[config.mk]
export PLATFORM = sky130hd
export DESIGN_NAME = sccb_register_master
export DESIGN_NICKNAME = d
export VERILOG_FILES = /design/src/design/srm_pkg.sv /design/src/design/srm_cfg_regs.sv /design/src/design/srm_seq.sv /design/src/design/sccb_register_master.sv
export SDC_FILE = /design/constraint.sdc
export NUM_CORES = 1
export LEC_CHECK = 0
export BUFFER_PORTS_ARGS = -buffer_cell sky130_fd_sc_hd__clkbuf_2
export CORE_MARGIN = 2
export CORE_UTILIZATION = 40
export DETAILED_ROUTE_END_ITERATION = 10
export GPL_TIMING_DRIVEN = 0
export PLACE_DENSITY = 0.6
export REMOVE_ABC_BUFFERS = 1
export SETUP_SLACK_MARGIN = 0.1
export SLEW_MARGIN = 20
export SYNTH_ARGS = -nofsm -noshare
export SYNTH_HDL_FRONTEND = slang
export SYNTH_SLANG_ARGS = --single-unit
export TNS_END_PERCENT = 10
[constraint.sdc]
create_clock -name clk_i -period 10.5 [get_ports clk_i]
set_input_delay 2.1 -clock clk_i [delete_from_list [all_inputs] [get_ports clk_i]]
set_output_delay 2.1 -clock clk_i [all_outputs]
set_load 0.01 [all_outputs]
[src/design/srm_pkg.sv]
package srm_pkg;

  // Field widths of one tick beat and one result beat.
  localparam int unsigned OpW     = 2;
  localparam int unsigned ByteW   = 8;
  localparam int unsigned InDataW = 24;
  localparam int unsigned OutDataW = 16;

  // Command codes carried in the opcode field.
  localparam logic [OpW-1:0] OP_TICK  = 2'd0;
  localparam logic [OpW-1:0] OP_WRITE = 2'd1;
  localparam logic [OpW-1:0] OP_READ  = 2'd2;

  // Configuration register indexes and reset values.
  localparam logic REG_DEV_ADDR = 1'b0;
  localparam logic REG_TICKS    = 1'b1;
  localparam logic [ByteW-1:0] DEV_ADDR_RST = 8'h42;
  localparam logic [ByteW-1:0] TICKS_RST    = 8'd2;

  typedef struct packed {
    logic [ByteW-1:0] dev_addr;
    logic [ByteW-1:0] ticks;
  } cfg_t;

  typedef struct packed {
    logic             sda_in;
    logic [ByteW-1:0] write_data;
    logic [ByteW-1:0] reg_addr;
    logic [OpW-1:0]   opcode;
  } tick_t;

  typedef struct packed {
    logic [ByteW-1:0] read_data;
    logic             success;
    logic             done_res;
    logic             busy_res;
    logic             sda_drive;
    logic             sda_out;
    logic             scl;
  } res_t;

endpackage

[src/design/srm_cfg_regs.sv]
module srm_cfg_regs (
  input  logic                 clk_i,
  input  logic                 rst_ni,
  input  logic                 psel,
  input  logic                 penable,
  input  logic                 pwrite,
  input  logic [2:0]           paddr,
  input  logic [31:0]          pwdata,
  output logic [31:0]          prdata,
  output logic                 pready,
  output srm_pkg::cfg_t        cfg_o
);
  import srm_pkg::*;

  logic [ByteW-1:0] dev_addr_q;
  logic [ByteW-1:0] ticks_q;
  logic             wr_en;
  logic             reg_sel;

  assign pready  = 1'b1;
  assign reg_sel = paddr[2];
  assign wr_en   = psel & penable & pwrite & pready;

  // Register file, written in the access cycle of a write.
  always_ff @(posedge clk_i or negedge rst_ni) begin
    if (!rst_ni) begin
      dev_addr_q <= DEV_ADDR_RST;
      ticks_q    <= TICKS_RST;
    end else if (wr_en) begin
      unique case (reg_sel)
        REG_DEV_ADDR: dev_addr_q <= pwdata[ByteW-1:0];
        REG_TICKS:    ticks_q    <= pwdata[ByteW-1:0];
        default:      ;
      endcase
    end
  end

  // Read mux.
  always_comb begin
    unique case (reg_sel)
      REG_DEV_ADDR: prdata = {24'd0, dev_addr_q};
      REG_TICKS:    prdata = {24'd0, ticks_q};
      default:      prdata = 32'd0;
    endcase
  end

  assign cfg_o.dev_addr = dev_addr_q;
  assign cfg_o.ticks    = ticks_q;

endmodule

[src/design/srm_seq.sv]
module srm_seq (
  input  logic           clk_i,
  input  logic           rst_ni,
  input  logic           step_i,
  input  srm_pkg::tick_t item_i,
  input  srm_pkg::cfg_t  cfg_i,
  output srm_pkg::res_t  res_o
);
  import srm_pkg::*;

  typedef enum logic [4:0] {
    PH_IDLE, PH_ST_A, PH_ST_B, PH_ST_C, PH_ST_D,
    PH_WB_SET, PH_WB_HI, PH_WB_LO,
    PH_ACK_REL, PH_ACK_HI, PH_ACK_SMP, PH_ACK_LO,
    PH_SP_A, PH_SP_B, PH_SP_C,
    PH_RB_HI, PH_RB_SMP, PH_RB_LO,
    PH_NA_A, PH_NA_B, PH_NA_C, PH_NA_D
  } phase_e;

  typedef enum logic [3:0] {
    SEG_START, SEG_WADDR, SEG_WREG, SEG_WDATA, SEG_RADDR,
    SEG_ACK, SEG_STOP, SEG_RBYTE, SEG_NACK, SEG_END
  } seg_e;

  localparam logic [3:0] LastStage = 4'd12;
  localparam logic [3:0] BitsPerByte = 4'd8;

  // Segment script for a register write (rm = 0) and a register read (rm = 1).
  function automatic seg_e script_seg(input logic rm, input logic [3:0] idx);
    seg_e s;
    s = SEG_END;
    if (!rm) begin
      case (idx)
        4'd0: s = SEG_START;
        4'd1: s = SEG_WADDR;
        4'd2: s = SEG_ACK;
        4'd3: s = SEG_WREG;
        4'd4: s = SEG_ACK;
        4'd5: s = SEG_WDATA;
        4'd6: s = SEG_ACK;
        4'd7: s = SEG_STOP;
        default: s = SEG_END;
      endcase
    end else begin
      case (idx)
        4'd0:  s = SEG_START;
        4'd1:  s = SEG_WADDR;
        4'd2:  s = SEG_ACK;
        4'd3:  s = SEG_WREG;
        4'd4:  s = SEG_ACK;
        4'd5:  s = SEG_STOP;
        4'd6:  s = SEG_START;
        4'd7:  s = SEG_RADDR;
        4'd8:  s = SEG_ACK;
        4'd9:  s = SEG_RBYTE;
        4'd10: s = SEG_NACK;
        4'd11: s = SEG_STOP;
        default: s = SEG_END;
      endcase
    end
    return s;
  endfunction

  phase_e           phase_q, phase_d, enter_ph;
  seg_e             seg;
  logic [ByteW-1:0] cnt_q, cnt_d, cnt_inc, hold;
  logic [3:0]       bit_q, bit_d;
  logic [3:0]       stage_q, stage_d;
  logic [ByteW-1:0] shift_q, shift_d;
  logic [ByteW-1:0] hreg_q, hreg_d;
  logic [ByteW-1:0] hdata_q, hdata_d;
  logic [ByteW-1:0] rbyte_q, rbyte_d;
  logic             rmode_q, rmode_d;
  logic             failed_q, failed_d;
  logic             scl_q, scl_d, sdo_q, sdo_d, drv_q, drv_d;
  logic             do_enter, do_next, do_seg, ended;
  logic             is_start;

  assign is_start = (item_i.opcode == OP_WRITE) || (item_i.opcode == OP_READ);
  assign hold     = (cfg_i.ticks == '0) ? 8'd1 : cfg_i.ticks;
  assign cnt_inc  = cnt_q + 8'd1;

  // One tick of the sequencer: advance the phase, then open the next segment
  // if the phase chain asks for it, then apply the line effects of the phase entered.
  always_comb begin
    phase_d  = phase_q;
    cnt_d    = cnt_q;
    bit_d    = bit_q;
    stage_d  = stage_q;
    shift_d  = shift_q;
    hreg_d   = hreg_q;
    hdata_d  = hdata_q;
    rbyte_d  = rbyte_q;
    rmode_d  = rmode_q;
    failed_d = failed_q;
    scl_d    = scl_q;
    sdo_d    = sdo_q;
    drv_d    = drv_q;
    do_enter = 1'b0;
    do_next  = 1'b0;
    do_seg   = 1'b0;
    enter_ph = PH_IDLE;
    seg      = SEG_END;
    ended    = 1'b0;

    if (phase_q == PH_IDLE) begin
      if (is_start) begin
        hreg_d   = item_i.reg_addr;
        hdata_d  = item_i.write_data;
        rmode_d  = (item_i.opcode == OP_READ);
        failed_d = 1'b0;
        stage_d  = 4'd0;
        do_seg   = 1'b1;
        seg      = SEG_START;
      end
    end else begin
      cnt_d = cnt_inc;
      if (cnt_inc >= hold) begin
        unique case (phase_q)
          PH_ST_A:    begin do_enter = 1'b1; enter_ph = PH_ST_B;    end
          PH_ST_B:    begin do_enter = 1'b1; enter_ph = PH_ST_C;    end
          PH_ST_C:    begin do_enter = 1'b1; enter_ph = PH_ST_D;    end
          PH_WB_SET:  begin do_enter = 1'b1; enter_ph = PH_WB_HI;   end
          PH_WB_HI:   begin do_enter = 1'b1; enter_ph = PH_WB_LO;   end
          PH_ACK_REL: begin do_enter = 1'b1; enter_ph = PH_ACK_HI;  end
          PH_ACK_HI:  begin do_enter = 1'b1; enter_ph = PH_ACK_SMP; end
          PH_ACK_SMP: begin do_enter = 1'b1; enter_ph = PH_ACK_LO;  end
          PH_SP_A:    begin do_enter = 1'b1; enter_ph = PH_SP_B;    end
          PH_SP_B:    begin do_enter = 1'b1; enter_ph = PH_SP_C;    end
          PH_RB_HI:   begin do_enter = 1'b1; enter_ph = PH_RB_SMP;  end
          PH_RB_SMP:  begin do_enter = 1'b1; enter_ph = PH_RB_LO;   end
          PH_NA_A:    begin do_enter = 1'b1; enter_ph = PH_NA_B;    end
          PH_NA_B:    begin do_enter = 1'b1; enter_ph = PH_NA_C;    end
          PH_NA_C:    begin do_enter = 1'b1; enter_ph = PH_NA_D;    end
          PH_ST_D, PH_NA_D: do_next = 1'b1;
          PH_WB_LO, PH_RB_LO: begin
            bit_d = bit_q + 4'd1;
            if (bit_d < BitsPerByte) begin
              do_enter = 1'b1;
              enter_ph = (phase_q == PH_WB_LO) ? PH_WB_SET : PH_RB_HI;
            end else begin
              drv_d   = 1'b1;
              sdo_d   = 1'b0;
              do_next = 1'b1;
            end
          end
          PH_ACK_LO: begin
            drv_d = 1'b1;
            sdo_d = 1'b0;
            if (failed_q) begin
              do_seg = 1'b1;
              seg    = SEG_STOP;
            end else begin
              do_next = 1'b1;
            end
          end
          PH_SP_C: begin
            if (failed_q) begin
              do_seg = 1'b1;
              seg    = SEG_END;
            end else begin
              do_next = 1'b1;
            end
          end
          default: begin
            phase_d = PH_IDLE;
            cnt_d   = '0;
          end
        endcase
      end
    end

    // Step the script to the next segment.
    if (do_next) begin
      do_seg = 1'b1;
      if (stage_q < LastStage) begin
        stage_d = stage_q + 4'd1;
        seg     = script_seg(rmode_d, stage_d);
      end else begin
        seg = SEG_END;
      end
    end

    // Open a segment: load its byte if it has one and pick its first phase, or end the transaction.
    if (do_seg) begin
      bit_d = '0;
      unique case (seg)
        SEG_START: begin do_enter = 1'b1; enter_ph = PH_ST_A; end
        SEG_WADDR: begin shift_d = cfg_i.dev_addr; do_enter = 1'b1; enter_ph = PH_WB_SET; end
        SEG_WREG:  begin shift_d = hreg_q;  do_enter = 1'b1; enter_ph = PH_WB_SET; end
        SEG_WDATA: begin shift_d = hdata_q; do_enter = 1'b1; enter_ph = PH_WB_SET; end
        SEG_RADDR: begin
          shift_d  = cfg_i.dev_addr + 8'd1;
          do_enter = 1'b1;
          enter_ph = PH_WB_SET;
        end
        SEG_ACK:   begin do_enter = 1'b1; enter_ph = PH_ACK_REL; end
        SEG_STOP:  begin do_enter = 1'b1; enter_ph = PH_SP_A;    end
        SEG_RBYTE: begin shift_d = '0; do_enter = 1'b1; enter_ph = PH_RB_HI; end
        SEG_NACK:  begin do_enter = 1'b1; enter_ph = PH_NA_A;    end
        default: begin
          if (rmode_d && !failed_d) rbyte_d = shift_d;
          phase_d = PH_IDLE;
          cnt_d   = '0;
          ended   = 1'b1;
        end
      endcase
    end

    // Enter a phase: restart the hold count and change the lines or sample the data line.
    if (do_enter) begin
      phase_d = enter_ph;
      cnt_d   = '0;
      unique case (enter_ph)
        PH_ST_A, PH_SP_C, PH_NA_A: begin drv_d = 1'b1; sdo_d = 1'b1; end
        PH_ST_C, PH_SP_A, PH_NA_D: begin drv_d = 1'b1; sdo_d = 1'b0; end
        PH_ST_B, PH_WB_HI, PH_ACK_HI, PH_SP_B, PH_NA_B: scl_d = 1'b1;
        PH_ST_D, PH_WB_LO, PH_ACK_LO, PH_RB_LO, PH_NA_C: scl_d = 1'b0;
        PH_WB_SET: begin
          drv_d = 1'b1;
          sdo_d = shift_d[3'd7 - bit_d[2:0]];
        end
        PH_ACK_REL: begin drv_d = 1'b0; sdo_d = 1'b1; end
        PH_ACK_SMP: if (item_i.sda_in) failed_d = 1'b1;
        PH_RB_HI: begin drv_d = 1'b0; sdo_d = 1'b1; scl_d = 1'b1; end
        PH_RB_SMP: shift_d = {shift_d[ByteW-2:0], item_i.sda_in};
        default: ;
      endcase
    end
  end

  // Sequencer state, updated once per tick beat.
  always_ff @(posedge clk_i or negedge rst_ni) begin
    if (!rst_ni) begin
      phase_q  <= PH_IDLE;
      cnt_q    <= '0;
      bit_q    <= '0;
      stage_q  <= '0;
      shift_q  <= '0;
      hreg_q   <= '0;
      hdata_q  <= '0;
      rbyte_q  <= '0;
      rmode_q  <= 1'b0;
      failed_q <= 1'b0;
      scl_q    <= 1'b1;
      sdo_q    <= 1'b1;
      drv_q    <= 1'b0;
    end else if (step_i) begin
      phase_q  <= phase_d;
      cnt_q    <= cnt_d;
      bit_q    <= bit_d;
      stage_q  <= stage_d;
      shift_q  <= shift_d;
      hreg_q   <= hreg_d;
      hdata_q  <= hdata_d;
      rbyte_q  <= rbyte_d;
      rmode_q  <= rmode_d;
      failed_q <= failed_d;
      scl_q    <= scl_d;
      sdo_q    <= sdo_d;
      drv_q    <= drv_d;
    end
  end

  // The result of a tick shows the lines after that tick's update.
  assign res_o.scl       = scl_d;
  assign res_o.sda_out   = sdo_d;
  assign res_o.sda_drive = drv_d;
  assign res_o.busy_res  = (phase_d != PH_IDLE);
  assign res_o.done_res  = ended;
  assign res_o.success   = ended & ~failed_d;
  assign res_o.read_data = rbyte_d;

`ifndef ASSERT_OFF
  // The bit counter never runs past one byte.
  a_bit_range: assert property (@(posedge clk_i) disable iff (!rst_ni)
    bit_q <= BitsPerByte)
    else $error("bit index out of range");

  // The data line is released during a transaction only in acknowledge and read slots.
  a_release_slot: assert property (@(posedge clk_i) disable iff (!rst_ni)
    (!drv_q && phase_q != PH_IDLE) |->
      (phase_q == PH_ACK_REL || phase_q == PH_ACK_HI || phase_q == PH_ACK_SMP ||
       phase_q == PH_ACK_LO || phase_q == PH_RB_HI || phase_q == PH_RB_SMP ||
       phase_q == PH_RB_LO))
    else $error("data line released outside a slot");

  // A plain tick while idle leaves the sequencer idle.
  a_idle_stays: assert property (@(posedge clk_i) disable iff (!rst_ni)
    (step_i && phase_q == PH_IDLE && !is_start) |=> (phase_q == PH_IDLE))
    else $error("sequencer left idle without a command");
`endif

endmodule

[src/design/sccb_register_master.sv]
// Channel  | Dir | Handshake                    | Contents
// s_axis   | in  | s_axis_tvalid/s_axis_tready  | one bus tick with an optional command
// m_axis   | out | m_axis_tvalid/m_axis_tready  | line levels and status after that tick
// apb      | in  | psel/penable/pwrite/pready   | device address and ticks per phase
//
// Each tick beat yields exactly one result beat; one beat per cycle is sustained while m_axis does not stall.
// A tick passes through an input register, then the sequencer step into the result register.
// The tick step is combinational logic on the sequencer state, so beats follow back to back.
// Reset clears the sequencer to idle with the clock high and the data line released.
// A stall on m_axis holds the result register and backs up into the input register.
module sccb_register_master (
  input  logic                         clk_i,
  input  logic                         rst_ni,
  input  logic                         s_axis_tvalid,
  output logic                         s_axis_tready,
  // [1:0] opcode, [9:2] reg_addr, [17:10] write_data, [18] sda_in, rest zero
  input  logic [srm_pkg::InDataW-1:0]  s_axis_tdata,
  output logic                         m_axis_tvalid,
  input  logic                         m_axis_tready,
  // [0] scl, [1] sda_out, [2] sda_drive, [3] busy_res, [4] done_res,
  // [5] success, [13:6] read_data, rest zero
  output logic [srm_pkg::OutDataW-1:0] m_axis_tdata,
  input  logic                         psel,
  input  logic                         penable,
  input  logic                         pwrite,
  input  logic [2:0]                   paddr,
  input  logic [31:0]                  pwdata,
  output logic [31:0]                  prdata,
  output logic                         pready
);
  import srm_pkg::*;

  cfg_t  cfg;
  tick_t in_q;
  res_t  res, out_q;
  logic  in_valid_q, out_valid_q;
  logic  step, s_fire;

  // A buffered tick steps when the result register is free or draining.
  assign step          = in_valid_q & (~out_valid_q | m_axis_tready);
  assign s_axis_tready = ~in_valid_q | step;
  assign s_fire        = s_axis_tvalid & s_axis_tready;

  // Input register.
  always_ff @(posedge clk_i or negedge rst_ni) begin
    if (!rst_ni) begin
      in_valid_q <= 1'b0;
    end else if (s_axis_tready) begin
      in_valid_q <= s_axis_tvalid;
    end
  end

  always_ff @(posedge clk_i) begin
    if (s_fire) begin
      in_q.opcode     <= s_axis_tdata[1:0];
      in_q.reg_addr   <= s_axis_tdata[9:2];
      in_q.write_data <= s_axis_tdata[17:10];
      in_q.sda_in     <= s_axis_tdata[18];
    end
  end

  srm_cfg_regs u_cfg (
    .clk_i   (clk_i),
    .rst_ni  (rst_ni),
    .psel    (psel),
    .penable (penable),
    .pwrite  (pwrite),
    .paddr   (paddr),
    .pwdata  (pwdata),
    .prdata  (prdata),
    .pready  (pready),
    .cfg_o   (cfg)
  );

  srm_seq u_seq (
    .clk_i  (clk_i),
    .rst_ni (rst_ni),
    .step_i (step),
    .item_i (in_q),
    .cfg_i  (cfg),
    .res_o  (res)
  );

  // Result register.
  always_ff @(posedge clk_i or negedge rst_ni) begin
    if (!rst_ni) begin
      out_valid_q <= 1'b0;
    end else if (step) begin
      out_valid_q <= 1'b1;
    end else if (m_axis_tready) begin
      out_valid_q <= 1'b0;
    end
  end

  always_ff @(posedge clk_i) begin
    if (step) begin
      out_q <= res;
    end
  end

  assign m_axis_tvalid = out_valid_q;
  assign m_axis_tdata  = {2'b00, out_q.read_data, out_q.success, out_q.done_res,
                          out_q.busy_res, out_q.sda_drive, out_q.sda_out, out_q.scl};

`ifndef ASSERT_OFF
  // A finished transaction is never reported as still busy.
  a_done_not_busy: assert property (@(posedge clk_i) disable iff (!rst_ni)
    (out_valid_q && out_q.done_res) |-> !out_q.busy_res)
    else $error("done reported while busy");

  // Success is only flagged together with done.
  a_success_done: assert property (@(posedge clk_i) disable iff (!rst_ni)
    (out_valid_q && out_q.success) |-> out_q.done_res)
    else $error("success without done");

  // A buffered tick that cannot step is kept unchanged.
  a_in_hold: assert property (@(posedge clk_i) disable iff (!rst_ni)
    (in_valid_q && !step) |=> (in_valid_q && $stable(in_q)))
    else $error("buffered tick lost");
`endif

endmodule
-- After elaboration in Yosys (flattened, before gate mapping)
Memories as Yosys holds them, arrays and structs flattened.
Index checks and enable logic that the tools add are counted.
- word-level logic and storage cells: 220
- input port bits: 66
- flip-flop bits (word level): 109
- bits in read-only memories: 88
- memories: 2
- output and inout bits: 51
- mux-type cells: 89
- order comparisons: 4
- reduce and logical (&&, ||, !) cells: 27
- $add $sub $neg: 5
- eq/ne operators: 53
- bitwise gates (word level): 11
- memories (name ; words ; bits a word ; rd ports ; clocked after memory_dff ; wr ports ; line ; RTL):
    (no name shown) ; 16 ; 4 ; 1 ; 0 ; 0 ; srm_seq.sv:45 ; case (idx)
    (no name shown) ; 8 ; 3 ; 1 ; 0 ; 0 ; srm_seq.sv:33 ; case (idx)
- operators by type and width (cell ; count):
    two-way mux 8 bit ; 13
    == test 5 x 4 -> 1 bit, second input constant ; 16
    case mux 5 bit (16 select lines) ; 1
    two-way mux 4 bit ; 18
    case mux 32 bit (2 select lines) ; 1
    == test 5 bit, second input constant ; 12
    two-way mux 5 bit ; 10
    == test 5 x 3 -> 1 bit, second input constant ; 8
    case mux 8 bit (5 select lines) ; 1
    two-way mux 1 bit ; 36
    case mux 5 bit (6 select lines) ; 1
    OR reduction 21 bit ; 1
    == test 5 x 2 -> 1 bit, second input constant ; 4
    adder 8 x 1 -> 8 bit, second input constant ; 2
    == test 4 x 3 -> 1 bit, second input constant ; 4
    OR reduction 15 bit ; 1
    == test 5 x 1 -> 1 bit, second input constant ; 2
    case mux 1 bit (2 select lines) ; 5
    OR reduction 5 bit ; 2
    OR reduction 9 bit ; 1
    adder 4 x 1 -> 4 bit, second input constant ; 2
    == test 4 x 2 -> 1 bit, second input constant ; 2
    greater-or-equal comparator 8 bit ; 1
    zero test 8 bit ; 1
    28 further kinds ; 44

-- Longest topological paths before layout
- depth in word-level cells: 16
- depth in mapped cells: 18
- gate-level depth less buffers: 16

-- Modules after synthesis
Synthesis repeated with hierarchy kept, for this count alone.
- cells, all modules: 717
- area total of the unflattened synthesis: 7103.1 um2
- modules (own cells, without submodules) (module ; area each (um2) ; instances ; cells an instance ; sequential area each (um2)):
    srm_seq ; 5063.6 ; 1 ; 603 ; 1453.9
    sccb_register_master ; 1113.6 ; 1 ; 44 ; 1041.0
    srm_cfg_regs ; 925.9 ; 1 ; 70 ; 404.1

-- Worst setup path after synthesis
No wires, ideal clock.
- path type: input -> output
- start: input port paddr[2]
- end: output port prdata[0]
- data required time: 8.400 ns
- arrival: 2.795 ns
- path buffers: 1
- stages: 2
- path slack: 5.605 ns
- cells stage by stage: clkbuf_1 -> mux2_2
- word-level cells in the longest chain between the ends: 2
- ends and longest elaborated chain (item ; line ; RTL):
    start, declared ; sccb_register_master.sv:26 ; input logic [2:0] paddr,
    NOT 1 bit (no source line) ; n/a ;
    case mux 32 bit (2 select lines) * ; srm_cfg_regs.sv:40 ; unique case (reg_sel)
    end, declared ; sccb_register_master.sv:28 ; output logic [31:0] prdata,
Every way passes the cells marked *; elsewhere a longest branch is shown, timed or not. The select of a mux whose other input is x is not followed.

-- Worst setup path in the final report
- start: register u_seq.cnt_q[0]
- end: register u_seq.shift_q[2]
- word-level cells in the longest chain between the ends: 12
- elaborated cells on any way between the ends: 34
- those cells by class: add/sub (1); order compare (1); eq/ne (9); mux (20); reduce/logical (3)
- ends and longest elaborated chain (item ; line ; RTL):
    start, declared ; srm_seq.sv:66 ; logic [ByteW-1:0] cnt_q, cnt_d, cnt_inc, hold;
    start signal, assigned ; srm_seq.sv:250 ; cnt_q <= cnt_d;
    adder 8 x 1 -> 8 bit * ; srm_seq.sv:81 ; assign cnt_inc = cnt_q + 8'd1;
    greater-or-equal comparator 8 bit * ; srm_seq.sv:118 ; if (cnt_inc >= hold) begin
    two-way mux 4 bit or two-way mux 1 bit (tied branches) ; srm_seq.sv:118 ;
    two-way mux 4 bit or two-way mux 1 bit (tied branches) ; srm_seq.sv:106 ; if (phase_q == PH_IDLE) begin
    two-way mux 4 bit ; srm_seq.sv:174 ; if (do_next) begin
    == test 4 x 1 -> 1 bit (tied with other cells) ; srm_seq.sv:187 ; unique case (seg)
    OR reduction 4 bit (no source line) ; n/a ;
    case mux 5 bit (6 select lines) ; srm_seq.sv:187 ;
    two-way mux 5 bit ; srm_seq.sv:185 ; if (do_seg) begin
    == test 5 bit ; srm_seq.sv:214 ; unique case (enter_ph)
    two-way mux 8 bit ; srm_seq.sv:214 ;
    two-way mux 8 bit * ; srm_seq.sv:211 ; if (do_enter) begin
    end signal, assigned ; srm_seq.sv:253 ; shift_q <= shift_d;
    end, declared ; srm_seq.sv:69 ; logic [ByteW-1:0] shift_q, shift_d;
Every way passes the cells marked *; elsewhere a longest branch is shown, timed or not.
A chain may end at the register's enable or synchronous reset.

==> metrics.log <==
[metrics] status: finished clean
[metrics] core utilization of the finished layout: 0.447
[metrics] DRC errors left: 0
[metrics] Post-Synth Adder-Cell Area: 0.0315
[metrics] H-Tree Level Count: 3
[metrics] total negative slack: 0 ps
[metrics] met1 wire length: 7760 µm
[metrics] data required time of the critical path: 10,780 ps
[metrics] Die H: 137 µm
[metrics] wire length of the first global-routing pass: 28,500 µm
[metrics] Worst Setup Slack, final: 5370 ps
[metrics] aggregate routed wire length: 17,400 µm
[metrics] insertion delay to the later sink of the worst-skew pair: 360 ps
[metrics] Iteration-0 DRC Markers: 383
[metrics] area share of xor/xnor cells in the synthesized design: 0.0223
[metrics] basic-gate share of the synthesized area counting and, or, nand and nor cells: 0.184
[metrics] post-DR wirelength/cell: 17.9 µm
[metrics] maximum number of pins on one net before global-route repair: 48
[metrics] post-route fraction of the period consumed by the critical path: 0.489
[metrics] sequential share of the synthesized area: 0.410
[metrics] NumNets Final: 822
[metrics] clock period minus final worst setup slack: 5130 ps
[metrics] CTS clk-pin slew, worst paths: 70 ps
[metrics] number of vias in the routed layout: 5,591
[metrics] count of maximum capacitance violations: 0
[metrics] met3 routed WL: 668 µm
[metrics] Synth Area in Compound Gates: 0.177
[metrics] crit path capture type: flop
[metrics] buffer levels on the longest clock path: 2
[metrics] nature of the critical path startpoint: flop
[metrics] Hold-fix buffers, CTS: 0
[metrics] number of setup violations in the final report: 0
[metrics] average instance area after synthesis: 10.2 µm²
[metrics] clock skew after layout: 10.6 ps
[metrics] Worst Tran Pin Value: 1040 ps
[metrics] fin. max-slew vios: 0
[metrics] count of pins on the block boundary: 117
[metrics] GRT Overall Usage: 0.194
[metrics] highest routed metal layer: met4
[metrics] Std-Cell Rows: 48
[metrics] initial standard-cell utilization of the core: 0.409
[metrics] Root Buffer: sky130_fd_sc_hd__clkbuf_16
[metrics] Gates resized, CTS repair: 0
[metrics] CTS tree: done
[metrics] warning count from the yosys run: 0
[metrics] setup repair bufs after CTS: 0
[metrics] total clock buffers created by CTS: 9
[metrics] setup repair after global routing missed its margin: no
[metrics] synth-to-layout area growth: 9.22%
[metrics] Power Density: 226 nW/µm²
[metrics] leftover overflow at the end of global routing: 0
[metrics] critical path type: flop to flop
[metrics] antenna fix cells: 0
[metrics] DR vias/cell: 5.77
[metrics] IO Port Bufs: 58
[metrics] netlist area before placement: 7070 µm²
[metrics] Pre-antenna DRT Iters: 5
[metrics] worst vdd ir: 0.103 mV
[metrics] share of synthesized area spent on multiplexers: 0.116
[metrics] number of hold violations in the final report: 0
[metrics] pre-CTS worst setup slack: 4540 ps
[metrics] HPWL reported at the end of detailed placement: 12,900 µm
[metrics] register bit count reported by yosys: 109
[metrics] antenna violations before repair: 0
[metrics] Slew headroom: 0.302
[metrics] synth unique cells: 106
[metrics] Core Region: 17,300 µm²
[metrics] number of synthesized flops with an enable pin: 33
[metrics] gate count after technology mapping: 695
[metrics] cell leakage power: 3.20 nW
[metrics] proportion of layout cells with a drive suffix above 1: 0.249
[metrics] largest family of logic cells by synthesized area: simple AND/OR/NAND/NOR gates
[metrics] number of global-route vias before repair: 5,498
[metrics] worst hold path class: flop to flop
[metrics] maximum frequency from static timing analysis: 0.195 GHz
[metrics] final estimated routing congestion in global placement: 0.877
[metrics] maximum fanout encountered on the critical timing path: 11
[metrics] ys async rst share: 0.697
[metrics] TritonCTS Sinks: 109
[metrics] width of the die: 137 µm
[metrics] primary flip-flop cell chosen by synthesis mapping: sky130_fd_sc_hd__dfrtp_1
[metrics] arrival time worst endpoint: 5410 ps
[metrics] met2 routed WL: 8580 µm
[metrics] Die Footprint: 18,800 µm²
[metrics] Antenna Nets Post-Route: 0
layout by cell type, fill, tap and decap left out, types with 3 or more instances in the layout:
master,synthesis,routed
sky130_fd_sc_hd__dfrtp_1,71,71
sky130_fd_sc_hd__nand2_1,70,70
sky130_fd_sc_hd__mux2_2,63,63
sky130_fd_sc_hd__clkbuf_2,0,57
sky130_fd_sc_hd__edfxtp_1,33,33
sky130_fd_sc_hd__o21ai_0,30,30
sky130_fd_sc_hd__nand3_1,28,28
sky130_fd_sc_hd__nor2_1,28,28
sky130_fd_sc_hd__conb_1,2,27
sky130_fd_sc_hd__inv_1,23,23
sky130_fd_sc_hd__a21oi_1,23,23
sky130_fd_sc_hd__ha_1,17,17
sky130_fd_sc_hd__nand2b_1,15,15
sky130_fd_sc_hd__o21ai_1,14,14
sky130_fd_sc_hd__nor3_1,12,12
sky130_fd_sc_hd__nand4_1,10,10
sky130_fd_sc_hd__xnor2_1,9,9
sky130_fd_sc_hd__xor2_1,9,9
sky130_fd_sc_hd__nor4_1,9,9
sky130_fd_sc_hd__clkbuf_16,0,9
sky130_fd_sc_hd__or3_1,7,7
sky130_fd_sc_hd__a31oi_1,7,7
sky130_fd_sc_hd__mux2i_1,7,7
sky130_fd_sc_hd__and3_1,6,6
sky130_fd_sc_hd__o21a_1,6,6
sky130_fd_sc_hd__o22ai_1,6,6
sky130_fd_sc_hd__o31ai_1,6,6
sky130_fd_sc_hd__a21o_1,5,5
sky130_fd_sc_hd__nor2b_1,5,5
sky130_fd_sc_hd__dfstp_2,5,5
sky130_fd_sc_hd__nor2_4,4,4
sky130_fd_sc_hd__a211oi_1,4,4
sky130_fd_sc_hd__and2_1,4,4
sky130_fd_sc_hd__a22oi_1,4,4
sky130_fd_sc_hd__nor4_4,3,3
sky130_fd_sc_hd__o31a_1,3,3
sky130_fd_sc_hd__a211o_1,3,3
sky130_fd_sc_hd__o21bai_1,3,3
sky130_fd_sc_hd__a21boi_0,3,3
sky130_fd_sc_hd__o211ai_1,3,3
per-layer routing:
| layer | vias up | track usage |
|---|---|---|
| met3 | 23 | 0.0307 |
| met5 | - | 0 |
| met1 | 2767 | 0.257 |
| met4 | 0 | 0.0762 |
| met2 | 151 | 0.318 |
| li1 | 2650 | - |
flip-flops by register name, summed over array words and instances, names as in the netlist, 4 cells and up:
| name | flops |
|---|---|
| in_q | 19 |
| m_axis_tdata | 14 |
| u_cfg.dev_addr_q | 8 |
| u_cfg.ticks_q | 8 |
| u_seq.bit_q | 4 |
| u_seq.cnt_q | 8 |
| u_seq.hdata_q | 8 |
| u_seq.hreg_q | 8 |
| u_seq.phase_q | 5 |
| u_seq.rbyte_q | 8 |
| u_seq.shift_q | 8 |
| u_seq.stage_q | 4 |
per-stage QoR:
stage / power (W) / hold slack, ps / area (µm²) / cells
2_1_floorplan: 0.00121 / 455 / 6850 / 669
3_3_place_gp: 0.00140 / 459 / 7420 / 952
3_5_place_dp: 0.00142 / 467 / 7450 / 953
4_1_cts: 0.00175 / 484 / 7720 / 969
5_1_grt: 0.00187 / 494 / 7720 / 969
6_report: 0.00175 / 482 / 7720 / 969
path summary, 6_finish.rpt:
| path | startpoint | end | slack, ps | depth (start not counted) |
|---|---|---|---|---|
| max in group asynchronous | rst_ni | u_seq.scl_q | 8150 | 2 |
| hold reg to reg | in_q[3] | u_seq.hreg_q[1] | 480 | 1 |
| setup / recovery | u_seq.cnt_q[0] | u_seq.shift_q[2] | 5370 | 14 |
| min in group asynchronous | rst_ni | u_seq.hdata_q[7] | 1710 | 1 |
| hold / removal | in_q[3] | u_seq.hreg_q[1] | 480 | 1 |
| setup reg to reg | u_seq.cnt_q[0] | u_seq.shift_q[2] | 5370 | 14 |
synthesized netlist by cell type, types with 6 or more instances:
cell | number | area [µm²]
sky130_fd_sc_hd__clkbuf_1 | 11 | 41.3
sky130_fd_sc_hd__and3_1 | 6 | 37.5
sky130_fd_sc_hd__o22ai_1 | 6 | 37.5
sky130_fd_sc_hd__edfxtp_1 | 33 | 991
sky130_fd_sc_hd__nand2_1 | 70 | 263
sky130_fd_sc_hd__dfrtp_1 | 71 | 1780
sky130_fd_sc_hd__o21ai_0 | 30 | 150
sky130_fd_sc_hd__o21ai_1 | 14 | 70.1
sky130_fd_sc_hd__ha_1 | 17 | 213
sky130_fd_sc_hd__nor2_1 | 28 | 105
sky130_fd_sc_hd__buf_4 | 27 | 203
sky130_fd_sc_hd__o21a_1 | 6 | 45.0
sky130_fd_sc_hd__xnor2_1 | 9 | 78.8
sky130_fd_sc_hd__xor2_1 | 9 | 78.8
sky130_fd_sc_hd__nor3_1 | 12 | 60.1
sky130_fd_sc_hd__o31ai_1 | 6 | 45.0
sky130_fd_sc_hd__mux2_2 | 63 | 709
sky130_fd_sc_hd__inv_1 | 23 | 86.3
sky130_fd_sc_hd__nand3_1 | 28 | 140
sky130_fd_sc_hd__nor4_1 | 9 | 56.3
sky130_fd_sc_hd__mux2i_1 | 7 | 70.1
sky130_fd_sc_hd__a21oi_1 | 23 | 115
sky130_fd_sc_hd__buf_2 | 8 | 40.0
sky130_fd_sc_hd__or3_1 | 7 | 43.8
sky130_fd_sc_hd__nand4_1 | 10 | 62.6
sky130_fd_sc_hd__nand2b_1 | 15 | 93.8
sky130_fd_sc_hd__a31oi_1 | 7 | 43.8
kinds of logic after synthesis:
family	after synthesis
multiplexers	73
adder cells (fa/ha/maj)	18
XOR/XNOR	18
AO/OA/AOI/OAI	168
other	2
flip-flops	109
buffers and inverters	77
AND/OR/NAND/NOR	230
layout make-up:
| class | count | area [µm²] |
|---|---|---|
| Inverter | 26 | 97.6 |
| Sequential cell | 109 | 2900 |
| Tap cell | 225 | 282 |
| Clock buffer | 10 | 229 |
| Fill cell | 1684 | 9570 |
| Timing Repair Buffer | 59 | 320 |
| Clock inverter | 6 | 45.0 |
| Multi-Input combinational cell | 534 | 3850 |
worst max-delay path: stages (launching register included):
cell                      delay, ps
sky130_fd_sc_hd__dfrtp_1        440
sky130_fd_sc_hd__and3_1         200
sky130_fd_sc_hd__and3_1         190
sky130_fd_sc_hd__and3_1         190
sky130_fd_sc_hd__xor2_1         160
sky130_fd_sc_hd__ha_1           330
sky130_fd_sc_hd__nand4_1        120
sky130_fd_sc_hd__o31ai_1        850
sky130_fd_sc_hd__nand2_1        420
sky130_fd_sc_hd__a211o_1        450
sky130_fd_sc_hd__a21oi_2        290
sky130_fd_sc_hd__o21ai_1        270
sky130_fd_sc_hd__nor4_4         610
sky130_fd_sc_hd__mux2_2         410
sky130_fd_sc_hd__o21ai_1        110
where the power goes:
part | internal (W) | switching (W) | leakage, nW
Combinational | 0.000304 | 0.000422 | 1.78
Sequential | 0.000554 | 0.000143 | 1.28
Clock | 0.000163 | 0.000162 | 0.139
Power figures use the tool's default switching activity.
